==> config.mk <==
export PLATFORM = sky130hd
export DESIGN_NAME = set_assoc_writeback_cache_tags_core
export DESIGN_NICKNAME = d
export VERILOG_FILES = /design/src/sv/sawct_pkg.sv /design/src/sv/set_assoc_writeback_cache_tags_core.sv
export SDC_FILE = /design/constraint.sdc
export NUM_CORES = 1
export LEC_CHECK = 0
export CAP_MARGIN = 25
export CORE_MARGIN = 2
export CORE_UTILIZATION = 50
export DETAILED_ROUTE_END_ITERATION = 10
export DONT_BUFFER_PORTS = 1
export RECOVER_POWER = 100
export SLEW_MARGIN = 10
export SYNTH_ARGS = -nofsm -noshare
export SYNTH_HDL_FRONTEND = slang
export SYNTH_SLANG_ARGS = --single-unit
==> constraint.sdc <==
create_clock -name clock -period 7.5 [get_ports clock]
set_input_delay 0 -clock clock [delete_from_list [all_inputs] [get_ports clock]]
set_output_delay 0 -clock clock [all_outputs]
set_load 0.005 [all_outputs]
==> src/sv/sawct_pkg.sv <==
`timescale 1ns / 1ps

package sawct_pkg;

   // Default geometry
   localparam int DEF_ADDRESS_BITS = 23;
   localparam int DEF_OFFSET_BITS  = 10;
   localparam int DEF_SET_BITS     = 3;
   localparam int DEF_WAY_COUNT    = 2;

   // Fixed field widths on the ports
   localparam int CMD_W         = 1;
   localparam int ADDRESS_W     = 23;
   localparam int WAY_W         = 1;
   localparam int SET_INDEX_W   = 3;
   localparam int LINE_OFFSET_W = 10;
   localparam int LINE_NUM_W    = 13;

   // Internal working width for addresses and line numbers
   localparam int WORK_W = 32;

   typedef enum logic [CMD_W-1:0] {
      CMD_READ  = 1'b0,
      CMD_WRITE = 1'b1
   } cmd_type;

endpackage

==> src/sv/set_assoc_writeback_cache_tags_core.sv <==
`timescale 1ns / 1ps

// Channel   Direction  Handshake              Payload
// req_      in         req_valid / req_ready  req_cmd, req_address
// rsp_      out        rsp_valid / rsp_ready  rsp_hit, rsp_way, rsp_set_index,
//                                             rsp_line_offset, rsp_writeback,
//                                             rsp_writeback_line, rsp_fill,
//                                             rsp_fill_line
//
// One request a cycle unless the result stalls: an input register, then the tag
// compare, victim choice and state update in one pass into the result register.
// Throughput is set by that single pass over the tag row of the addressed set.
// Reset clears valid, dirty and most-recent-way bits; tags are written on fill.
// A stalled result holds the result register and the request behind it; the
// input stage takes a request while it is empty or the stage ahead can move.

module set_assoc_writeback_cache_tags_core #(
   parameter int ADDRESS_BITS = sawct_pkg::DEF_ADDRESS_BITS,
   parameter int OFFSET_BITS  = sawct_pkg::DEF_OFFSET_BITS,
   parameter int SET_BITS     = sawct_pkg::DEF_SET_BITS,
   parameter int WAY_COUNT    = sawct_pkg::DEF_WAY_COUNT
) (
   input  logic                                   clock,
   input  logic                                   reset,

   input  logic                                   req_valid,
   output logic                                   req_ready,
   input  logic [sawct_pkg::CMD_W-1:0]            req_cmd,
   input  logic [sawct_pkg::ADDRESS_W-1:0]        req_address,

   output logic                                   rsp_valid,
   input  logic                                   rsp_ready,
   output logic                                   rsp_hit,
   output logic [sawct_pkg::WAY_W-1:0]            rsp_way,
   output logic [sawct_pkg::SET_INDEX_W-1:0]      rsp_set_index,
   output logic [sawct_pkg::LINE_OFFSET_W-1:0]    rsp_line_offset,
   output logic                                   rsp_writeback,
   output logic [sawct_pkg::LINE_NUM_W-1:0]       rsp_writeback_line,
   output logic                                   rsp_fill,
   output logic [sawct_pkg::LINE_NUM_W-1:0]       rsp_fill_line
);

   import sawct_pkg::*;

   localparam int TAG_BITS  = ADDRESS_BITS - OFFSET_BITS - SET_BITS;
   localparam int LINE_W    = ADDRESS_BITS - OFFSET_BITS;
   localparam int SET_COUNT = 1 << SET_BITS;
   localparam int SET_IDX_W = (SET_BITS > 0) ? SET_BITS : 1;
   localparam int WAY_IDX_W = $clog2(WAY_COUNT);

   localparam logic [WORK_W-1:0] ADDR_MASK =
      (ADDRESS_BITS >= WORK_W) ? {WORK_W{1'b1}} : WORK_W'((64'd1 << ADDRESS_BITS) - 64'd1);
   localparam logic [WORK_W-1:0] OFFSET_MASK = WORK_W'((64'd1 << OFFSET_BITS) - 64'd1);
   localparam logic [WORK_W-1:0] LINE_MASK   = WORK_W'((64'd1 << LINE_W) - 64'd1);
   localparam logic [WORK_W-1:0] SET_MASK    = WORK_W'((64'd1 << SET_BITS) - 64'd1);
   localparam logic [WAY_IDX_W-1:0] LAST_WAY = WAY_IDX_W'(WAY_COUNT - 1);

   // Input stage
   logic                  in_valid_ff, in_valid_in;
   cmd_type               in_cmd_ff, in_cmd_in;
   logic [ADDRESS_W-1:0]  in_address_ff, in_address_in;

   // Cache state
   logic [TAG_BITS-1:0]   tag_ff   [SET_COUNT][WAY_COUNT];
   logic [TAG_BITS-1:0]   tag_in   [SET_COUNT][WAY_COUNT];
   logic [WAY_COUNT-1:0]  valid_ff [SET_COUNT];
   logic [WAY_COUNT-1:0]  valid_in [SET_COUNT];
   logic [WAY_COUNT-1:0]  dirty_ff [SET_COUNT];
   logic [WAY_COUNT-1:0]  dirty_in [SET_COUNT];
   logic [WAY_IDX_W-1:0]  recent_ff [SET_COUNT];
   logic [WAY_IDX_W-1:0]  recent_in [SET_COUNT];

   // Result register
   logic                      rsp_valid_ff, rsp_valid_in;
   logic                      rsp_hit_ff, rsp_hit_in;
   logic [WAY_W-1:0]          rsp_way_ff, rsp_way_in;
   logic [SET_INDEX_W-1:0]    rsp_set_index_ff, rsp_set_index_in;
   logic [LINE_OFFSET_W-1:0]  rsp_line_offset_ff, rsp_line_offset_in;
   logic                      rsp_writeback_ff, rsp_writeback_in;
   logic [LINE_NUM_W-1:0]     rsp_writeback_line_ff, rsp_writeback_line_in;
   logic                      rsp_fill_ff, rsp_fill_in;
   logic [LINE_NUM_W-1:0]     rsp_fill_line_ff, rsp_fill_line_in;

   // Lookup
   logic                  advance;
   logic [WORK_W-1:0]     addr_w;
   logic [WORK_W-1:0]     line_w;
   logic [WORK_W-1:0]     set_w;
   logic [SET_IDX_W-1:0]  set_idx;
   logic [TAG_BITS-1:0]   req_tag;
   logic                  hit;
   logic [WAY_IDX_W-1:0]  hit_way;
   logic [WAY_IDX_W-1:0]  victim;
   logic [WAY_IDX_W-1:0]  sel;
   logic                  victim_dirty;
   logic [WORK_W-1:0]     victim_line_w;
   logic                  is_write;

   // The lookup stage moves when the result register is free or being drained
   assign advance   = !rsp_valid_ff || rsp_ready;
   assign req_ready = !in_valid_ff || advance;

   always_comb begin
      in_valid_in   = in_valid_ff;
      in_cmd_in     = in_cmd_ff;
      in_address_in = in_address_ff;
      if (req_ready) begin
         in_valid_in   = req_valid;
         in_cmd_in     = cmd_type'(req_cmd);
         in_address_in = req_address;
      end
   end

   // Address split: tag | set | offset
   always_comb begin
      addr_w  = WORK_W'(in_address_ff) & ADDR_MASK;
      line_w  = (addr_w >> OFFSET_BITS) & LINE_MASK;
      set_w   = line_w & SET_MASK;
      set_idx = SET_IDX_W'(set_w);
      req_tag = TAG_BITS'(line_w >> SET_BITS);
   end

   // Tag compare across the row; the lowest matching way wins
   always_comb begin
      hit     = 1'b0;
      hit_way = '0;
      for (int w = 0; w < WAY_COUNT; w++) begin
         if (!hit && valid_ff[set_idx][w] && (tag_ff[set_idx][w] == req_tag)) begin
            hit     = 1'b1;
            hit_way = WAY_IDX_W'(w);
         end
      end
   end

   // Round-robin victim: the way after the most recently used one
   always_comb begin
      if (recent_ff[set_idx] == LAST_WAY) begin
         victim = '0;
      end else begin
         victim = recent_ff[set_idx] + WAY_IDX_W'(1);
      end
      sel           = hit ? hit_way : victim;
      victim_dirty  = valid_ff[set_idx][victim] && dirty_ff[set_idx][victim];
      victim_line_w = ((WORK_W'(tag_ff[set_idx][victim]) << SET_BITS) | set_w) & LINE_MASK;
      is_write      = (in_cmd_ff == CMD_WRITE);
   end

   // State update, done as the request passes into the result register
   always_comb begin
      tag_in    = tag_ff;
      valid_in  = valid_ff;
      dirty_in  = dirty_ff;
      recent_in = recent_ff;
      if (in_valid_ff && advance) begin
         recent_in[set_idx] = sel;
         if (hit) begin
            if (is_write) begin
               dirty_in[set_idx][sel] = 1'b1;
            end
         end else begin
            tag_in[set_idx][sel]   = req_tag;
            valid_in[set_idx][sel] = 1'b1;
            dirty_in[set_idx][sel] = is_write;
         end
      end
   end

   always_comb begin
      rsp_valid_in          = rsp_valid_ff;
      rsp_hit_in            = rsp_hit_ff;
      rsp_way_in            = rsp_way_ff;
      rsp_set_index_in      = rsp_set_index_ff;
      rsp_line_offset_in    = rsp_line_offset_ff;
      rsp_writeback_in      = rsp_writeback_ff;
      rsp_writeback_line_in = rsp_writeback_line_ff;
      rsp_fill_in           = rsp_fill_ff;
      rsp_fill_line_in      = rsp_fill_line_ff;
      if (advance) begin
         rsp_valid_in          = in_valid_ff;
         rsp_hit_in            = hit;
         rsp_way_in            = WAY_W'(sel);
         rsp_set_index_in      = SET_INDEX_W'(set_w);
         rsp_line_offset_in    = LINE_OFFSET_W'(addr_w & OFFSET_MASK);
         rsp_writeback_in      = !hit && victim_dirty;
         rsp_writeback_line_in = (!hit && victim_dirty) ? LINE_NUM_W'(victim_line_w) : '0;
         rsp_fill_in           = !hit;
         rsp_fill_line_in      = hit ? '0 : LINE_NUM_W'(line_w);
      end
   end

   always_ff @(posedge clock) begin
      if (reset) begin
         in_valid_ff  <= 1'b0;
         rsp_valid_ff <= 1'b0;
         for (int s = 0; s < SET_COUNT; s++) begin
            valid_ff[s]  <= '0;
            dirty_ff[s]  <= '0;
            recent_ff[s] <= '0;
         end
      end else begin
         in_valid_ff  <= in_valid_in;
         rsp_valid_ff <= rsp_valid_in;
         valid_ff     <= valid_in;
         dirty_ff     <= dirty_in;
         recent_ff    <= recent_in;
      end
   end

   // Payload registers and tags carry no reset
   always_ff @(posedge clock) begin
      in_cmd_ff             <= in_cmd_in;
      in_address_ff         <= in_address_in;
      tag_ff                <= tag_in;
      rsp_hit_ff            <= rsp_hit_in;
      rsp_way_ff            <= rsp_way_in;
      rsp_set_index_ff      <= rsp_set_index_in;
      rsp_line_offset_ff    <= rsp_line_offset_in;
      rsp_writeback_ff      <= rsp_writeback_in;
      rsp_writeback_line_ff <= rsp_writeback_line_in;
      rsp_fill_ff           <= rsp_fill_in;
      rsp_fill_line_ff      <= rsp_fill_line_in;
   end

   assign rsp_valid          = rsp_valid_ff;
   assign rsp_hit            = rsp_hit_ff;
   assign rsp_way            = rsp_way_ff;
   assign rsp_set_index      = rsp_set_index_ff;
   assign rsp_line_offset    = rsp_line_offset_ff;
   assign rsp_writeback      = rsp_writeback_ff;
   assign rsp_writeback_line = rsp_writeback_line_ff;
   assign rsp_fill           = rsp_fill_ff;
   assign rsp_fill_line      = rsp_fill_line_ff;

endmodule

# Yosys cells after proc, flatten, opt, wreduce, memory -nomap -nowiden
# Cells that the tools add are included.
word_totals:
  ff_bits: 269
  out_inout_bits: 45
  elab_cells: 127
  in_bits: 28
classes:
  mux: 39
  addsub: 1
  order_cmp: 8
  eq_ne: 3
  n_reduce_logical: 17
  bitwise_logic: 7
ops:
  columns: ["cell", "count"]
  rows:
  - ["bitwise mux 160 bit", 1]
  - ["binary-select mux 20 bit (select 3 bit)", 1]
  - ["demux 20 bit (select 3 bit)", 1]
  - ["two-way mux 20 bit", 3]
  - ["two-way mux 10 bit", 4]
  - ["two-way mux 16 bit", 2]
  - ["OR 16 bit", 2]
  - ["equality test 10 bit", 2]
  - ["bitwise mux 16 bit", 1]
  - ["two-way mux 1 bit", 13]
  - ["OR 13 x 3 -> 13 bit", 1]
  - ["binary-select mux 2 bit (select 3 bit)", 2]
  - ["demux 10 bit (select 1 bit)", 1]
  - ["two-way mux 2 bit", 5]
  - ["logical AND 1 bit", 9]
  - ["bitwise mux 8 bit", 1]
  - ["demux 2 bit (select 3 bit)", 1]
  - ["greater-or-equal comparator 2 bit, second input constant", 2]
  - ["greater-or-equal comparator 4 bit, second input constant", 1]
  - ["logical NOT 1 bit", 4]
  - ["< comparator 1 x 2 -> 1 bit, second input constant", 2]
  - ["< comparator 4 x 1 -> 1 bit, second input constant", 1]
  - ["inverter 1 -> 2 bit", 2]
  - ["inverter 3 -> 4 bit", 1]
  - ["other kinds (10)", 12]

# Depth between registers and ports, before layout
depth:
  depth_word: 21
  depth_mapped: 14
  depth_no_buf: 10

# Least setup slack after synthesis
# OpenSTA, ideal clock, no wires.
synth_path:
  path_kind: "register to register"
  startpoint: "register in_address_ff[11]"
  endpoint: "register tag_ff[110] (netlist name) (enable)"
  setup_ps: 390
  n_path_buf: 3
  stages_incl_launch_ff: 12
  t_arrival_ps: 3341
  slack_ps: 3769
  period_less_slack_ps: 3731
  required_ps: 7110
  cell_sequence: "edfxtp_1 -> buf_6 -> buf_2 -> mux4_2 -> mux2i_1 -> xnor2_1 -> nor4_1 -> and4_1 -> a21o_1 -> clkinv_1 -> buf_2 -> nor3_1"
synth_between:
  elab_chain_len: 13
  elab_cells_between_ends: 17
  classes_between: "2 x eq/ne; 8 x mux; 2 x bitwise; 5 x reduce/logical"
synth_rtl:
  columns: ["item", "line_no", "source"]
  rows:
  - ["from (decl)", "set_assoc_writeback_cache_tags_core.sv:61", "logic [ADDRESS_W-1:0] in_address_ff, in_address_in;"]
  - ["from (signal assigned)", "set_assoc_writeback_cache_tags_core.sv:212", "in_address_ff <= in_address_in;"]
  - ["inverter 3 -> 4 bit (implied by the code) (*)", "set_assoc_writeback_cache_tags_core.sv:128", "if (!hit && valid_ff[set_idx][w] && (tag_ff[set_idx][w] == req_tag)) begin"]
  - ["binary-select mux 20 bit (select 3 bit)", "set_assoc_writeback_cache_tags_core.sv:128", null]
  - ["two-way mux 20 bit (implied by the code) (2 in a row)", "set_assoc_writeback_cache_tags_core.sv:128", null]
  - ["equality test 10 bit", "set_assoc_writeback_cache_tags_core.sv:128", null]
  - ["logical AND 1 bit", "set_assoc_writeback_cache_tags_core.sv:128", null]
  - ["two-way mux 1 bit", "set_assoc_writeback_cache_tags_core.sv:128", null]
  - ["logical NOT 1 bit", "set_assoc_writeback_cache_tags_core.sv:128", null]
  - ["logical AND 1 bit (2 in a row)", "set_assoc_writeback_cache_tags_core.sv:128", null]
  - ["two-way mux 1 bit (*)", "set_assoc_writeback_cache_tags_core.sv:128", null]
  - ["inverter 1 bit (no line) (*)", null, null]
  - ["AND reduction 2 bit (no line) (*)", null, null]
  - ["to (signal assigned)", "set_assoc_writeback_cache_tags_core.sv:213", "tag_ff <= tag_in;"]
  - ["to (decl)", "set_assoc_writeback_cache_tags_core.sv:64", "logic [TAG_BITS-1:0] tag_ff [SET_COUNT][WAY_COUNT];"]
# Every way passes the cells marked *; elsewhere a longest branch is shown, timed or not. The select of a mux whose other input is x is not followed.
# A chain may end at the register's enable or synchronous reset.

# Worst setup path in the final report
layout_path:
  startpoint: "register in_address_ff[12]"
  endpoint: "register tag_ff[20] (netlist name) (enable)"
layout_between:
  elab_chain_len: 13
  elab_cells_between_ends: 17
  classes_between: "2 x eq/ne; 8 x mux; 2 x bitwise; 5 x reduce/logical"
layout_rtl:
  columns: ["item", "line_no", "source"]
  rows:
  - ["inverter 3 -> 4 bit (implied by the code) (*)", "set_assoc_writeback_cache_tags_core.sv:128", null]
  - ["binary-select mux 20 bit (select 3 bit)", "set_assoc_writeback_cache_tags_core.sv:128", null]
  - ["two-way mux 20 bit (implied by the code) (2 in a row)", "set_assoc_writeback_cache_tags_core.sv:128", null]
  - ["equality test 10 bit", "set_assoc_writeback_cache_tags_core.sv:128", null]
  - ["logical AND 1 bit", "set_assoc_writeback_cache_tags_core.sv:128", null]
  - ["two-way mux 1 bit", "set_assoc_writeback_cache_tags_core.sv:128", null]
  - ["logical NOT 1 bit", "set_assoc_writeback_cache_tags_core.sv:128", null]
  - ["logical AND 1 bit (2 in a row)", "set_assoc_writeback_cache_tags_core.sv:128", null]
  - ["two-way mux 1 bit (*)", "set_assoc_writeback_cache_tags_core.sv:128", null]
  - ["named net hit", "set_assoc_writeback_cache_tags_core.sv:91", "logic hit;"]
  - ["inverter 1 bit (no line) (*)", null, null]
  - ["AND reduction 2 bit (no line) (*)", null, null]
# The timed path passes the listed nets; every way through them passes the cells marked *. The select of a mux whose other input is x is not followed.

==> out/metrics.cfg <==
[route]
viasPerCell = 6.16
ant_nets = 0
drcViolationCount = 0
num_vias = 6329
wl_mm = 25.4
drtPass1Iterations = 5
avgRoutedWirePerCell_um = 24.8
drt_iter0_drc = 499

[setup_path]
crit_path_end_kind = flip-flop
path_max_fanout = 39
cp_cell_sequence = clkbuf_1, nor3_1, a22o_1, a21oi_1, xor2_1, nand2_1, o31ai_4, nor2_1, nand2_1, nor2_1
cpMaxStageDelayCell = clkbuf_1
slowest_delay_ns = 1.61
worst_ep_required_time_ns = 7.66
critPathKind = reg -> reg
r2r_slack_ns = 1.46
critical_path_arrival_ns = 6.21
worst_setup_path_start_kind = flip-flop

[synth]
synth-compound-area-share_pct = 7.82
synth_edf_count = 227
yosysTopAreaCell = edfxtp_1
yosysSeqAreaShare_pct = 71.0
synthSimpleGateAreaFrac_pct = 7.07
ys.flop_type = edfxtp_1
synth_area_leaders = edfxtp_1 (63%), dfxtp_1 (7.8%), mux4_2 (5.4%), mux2i_1 (3.6%), nor2_1 (1.7%)
postSynthCellCount = 691
synth_top_family_by_area = multiplexers
synth_mux_area_share_pct = 10.2
yosys_warnings = 0
ys_ff_latch = 269
avgSynthCellArea_sq_um = 15.6
synth.top_cell.area_share_pct = 63.2
synth-async-reset-ratio_pct = 0
yosysUniqueCellTypes = 55
syn-num-nets = 719
synthXorXnorAreaFrac_pct = 1.38
synthAdderAreaFrac_pct = 0
syn_area_sq_um = 10800

[cts]
post_cts_buffers = 0
cts_inserted_buffers = 28
h-tree-depth = 1
post_cts_resized = 0
clockBufferDepth = 3
cts.sinks = 269
cts_tree = done
clock_latency_ns = 0.55
clockRootBuffer = clkbuf_16
holdBufCountCts = 29
path_clk_slew_ns = 0.06

[placed_design]
dp_hpwl_mm = 15.7
placedCellCount = 939
gp_congestion = 0.855
io_buffers = 0

[finish]
antenna_cells = 0
final_common_cell = edfxtp_1
layout.cells.non_filler = 1027
mostFrequentLayoutCells = edfxtp_1 (227), nor2_1 (49), dfxtp_1 (42)
syn_to_final_growth_pct = 14.5
drive_above_1_share_pct = 13.6
nFillCells = 1639
fin_util_pct = 58.5
fin_nets = 758

[global_route]
grt_pass1_vias = 6291
grt_pass1_wl_mm = 38.5
gr-total-overflow = 0
track_usage_pct = 22.9
grt_start_max_net_pins = 48
antenna_found_initial = 0

[power]
p_switching_mw = 0.710
clkPwrFrac_pct = 43.0
leakage_nw = 4.12
internal-power_mw = 2.57
ir_drop_mv = 0.180
p_per_area_nw_per_um2 = 265
p_seq_share_pct = 51.5
p_comb_share_pct = 5.5
switching_share_pct = 21.7

[status]
status = finished, violations left
violations = capacitance limit, slew limit

[sta]
hold_violations = 0
tns_ns = 0
drv_slew = 104
rsz0062_at_grt = no
skew_ns = 0.0168
min_period_over_period_pct = 80.6
setup_violations = 0
max_freq_ghz = 0.166
period_minus_slack_ns = 6.04
fin_hold_ws_ns = 0.0765
tightestPinTransition_ns = 2.23
slew_headroom_pct = -48.4

[floorplan]
core_sq_um = 21100
initial_core_util_pct = 51.1
dieArea_sq_um = 22800
die_w_um = 151
num_io_pins = 73
die_y_um = 151
rows = 53

[worst_hold_path]
hp-class = in -> reg

[run]
max_cap_violations = 3

power by group through the flow:
| stage | logic [mW] | registers, mW | clock network [mW] |
|---|---|---|---|
| final | 0.180 | 1.69 | 1.41 |
| after global routing | 0.194 | 1.69 | 1.49 |
| after CTS | 0.172 | 1.69 | 1.44 |
| after detailed placement | 0.155 | 1.73 | 0 |
| after global placement | 0.153 | 1.72 | 0 |
| after floorplan | 0.126 | 1.70 | 0 |
per-stage QoR:
step	worst slack, ns	total power [mW]	area [sq um]
floorplan	3.77	1.83	10800
global placement	1.91	1.88	11000
detailed placement	1.75	1.88	11000
CTS	1.71	3.30	12300
global route	1.07	3.38	12300
finish	1.46	3.28	12300
worst max-delay path: cells and delay by family, from the launching register on:
kind,cells,cell delay (ns)
compound gates,3,0.77
xor+xnor,1,0.14
buf+inv,1,1.61
flops,1,0.47
simple gates,5,2.65
sequential cells by signal, indices dropped and copies added, names as in the netlist:
| name | flops |
|---|---|
| rsp_line_offset | 10 |
| valid_ff | 16 |
| rsp_writeback_line | 13 |
| rsp_writeback | 1 |
| tag_ff | 160 |
| rsp_way | 1 |
| recent_ff | 8 |
| in_address_ff | 23 |
| rsp_hit | 1 |
| rsp_valid | 1 |
| rsp_set_index | 3 |
| rsp_fill_line | 13 |
| in_cmd_ff | 1 |
| rsp_fill | 1 |
| in_valid_ff | 1 |
| dirty_ff | 16 |
area by class of cell:
class | count | area [sq um] | area share [%]
repair buffers | 53 | 478 | 3.87
flip-flops and latches | 269 | 7660 | 62.0
multi-input cells | 361 | 2850 | 23.1
well taps | 275 | 344 | 2.79
clock buffers | 32 | 736 | 5.96
inverters | 17 | 63.8 | 0.517
clock inverters | 20 | 214 | 1.73
logic make-up (layout without fill, tap and decap cells):
kind of cell | Yosys count | count (layout)
mux | 76 | 76
flops | 269 | 269
compound gates | 116 | 116
xor+xnor | 17 | 17
buf+inv | 61 | 122
simple gates | 152 | 152
per-layer routing:
metal	wire [um]	vias to the layer above	track usage, %
met2	12200	262	37.0
met4	820	0	7.94
met3	1690	63	4.13
met1	10700	3198	31.8
met5	0	-	0
li1	-	2806	-
cell usage after synthesis, types with 2 or more instances:
cell,instances
o2bb2ai_1,4
o211ai_1,2
nor4_1,9
nand2b_1,5
nor2b_1,5
dfxtp_1,42
and2_1,14
a211oi_1,11
buf_6,2
a31oi_1,23
buf_2,18
nand4b_1,2
nand2_1,19
mux2_2,9
a22o_1,2
a22oi_1,3
buf_1,3
a21o_1,3
a311oi_1,7
xor2_1,2
xnor2_1,15
o22ai_1,3
nor3_1,18
mux2_1,2
edfxtp_1,227
mux2i_1,39
a221o_1,8
o32ai_1,7
o21ba_2,2
clkbuf_1,20
a21oi_1,15
o31ai_1,4
nor2_1,49
nand3b_1,6
nand3_1,14
inv_1,16
and3_1,5
mux4_2,26
o21ai_0,14
worst paths after layout:
| kind | from | end | cells past startpoint |
|---|---|---|---|
| min reg2reg | in_address_ff[1]$_DFFE_PP_ | rsp_line_offset[1]$_DFFE_PN_ | 0 |
| min | req_address[20] | in_address_ff[20]$_DFFE_PP_ | 1 |
| max reg2reg | in_address_ff[12]$_DFFE_PP_ | tag_ff[20]$_DFFE_PP_ | 10 |
| max | in_address_ff[12]$_DFFE_PP_ | tag_ff[20]$_DFFE_PP_ | 10 |
No activity file was read; power rests on OpenSTA's default activity.
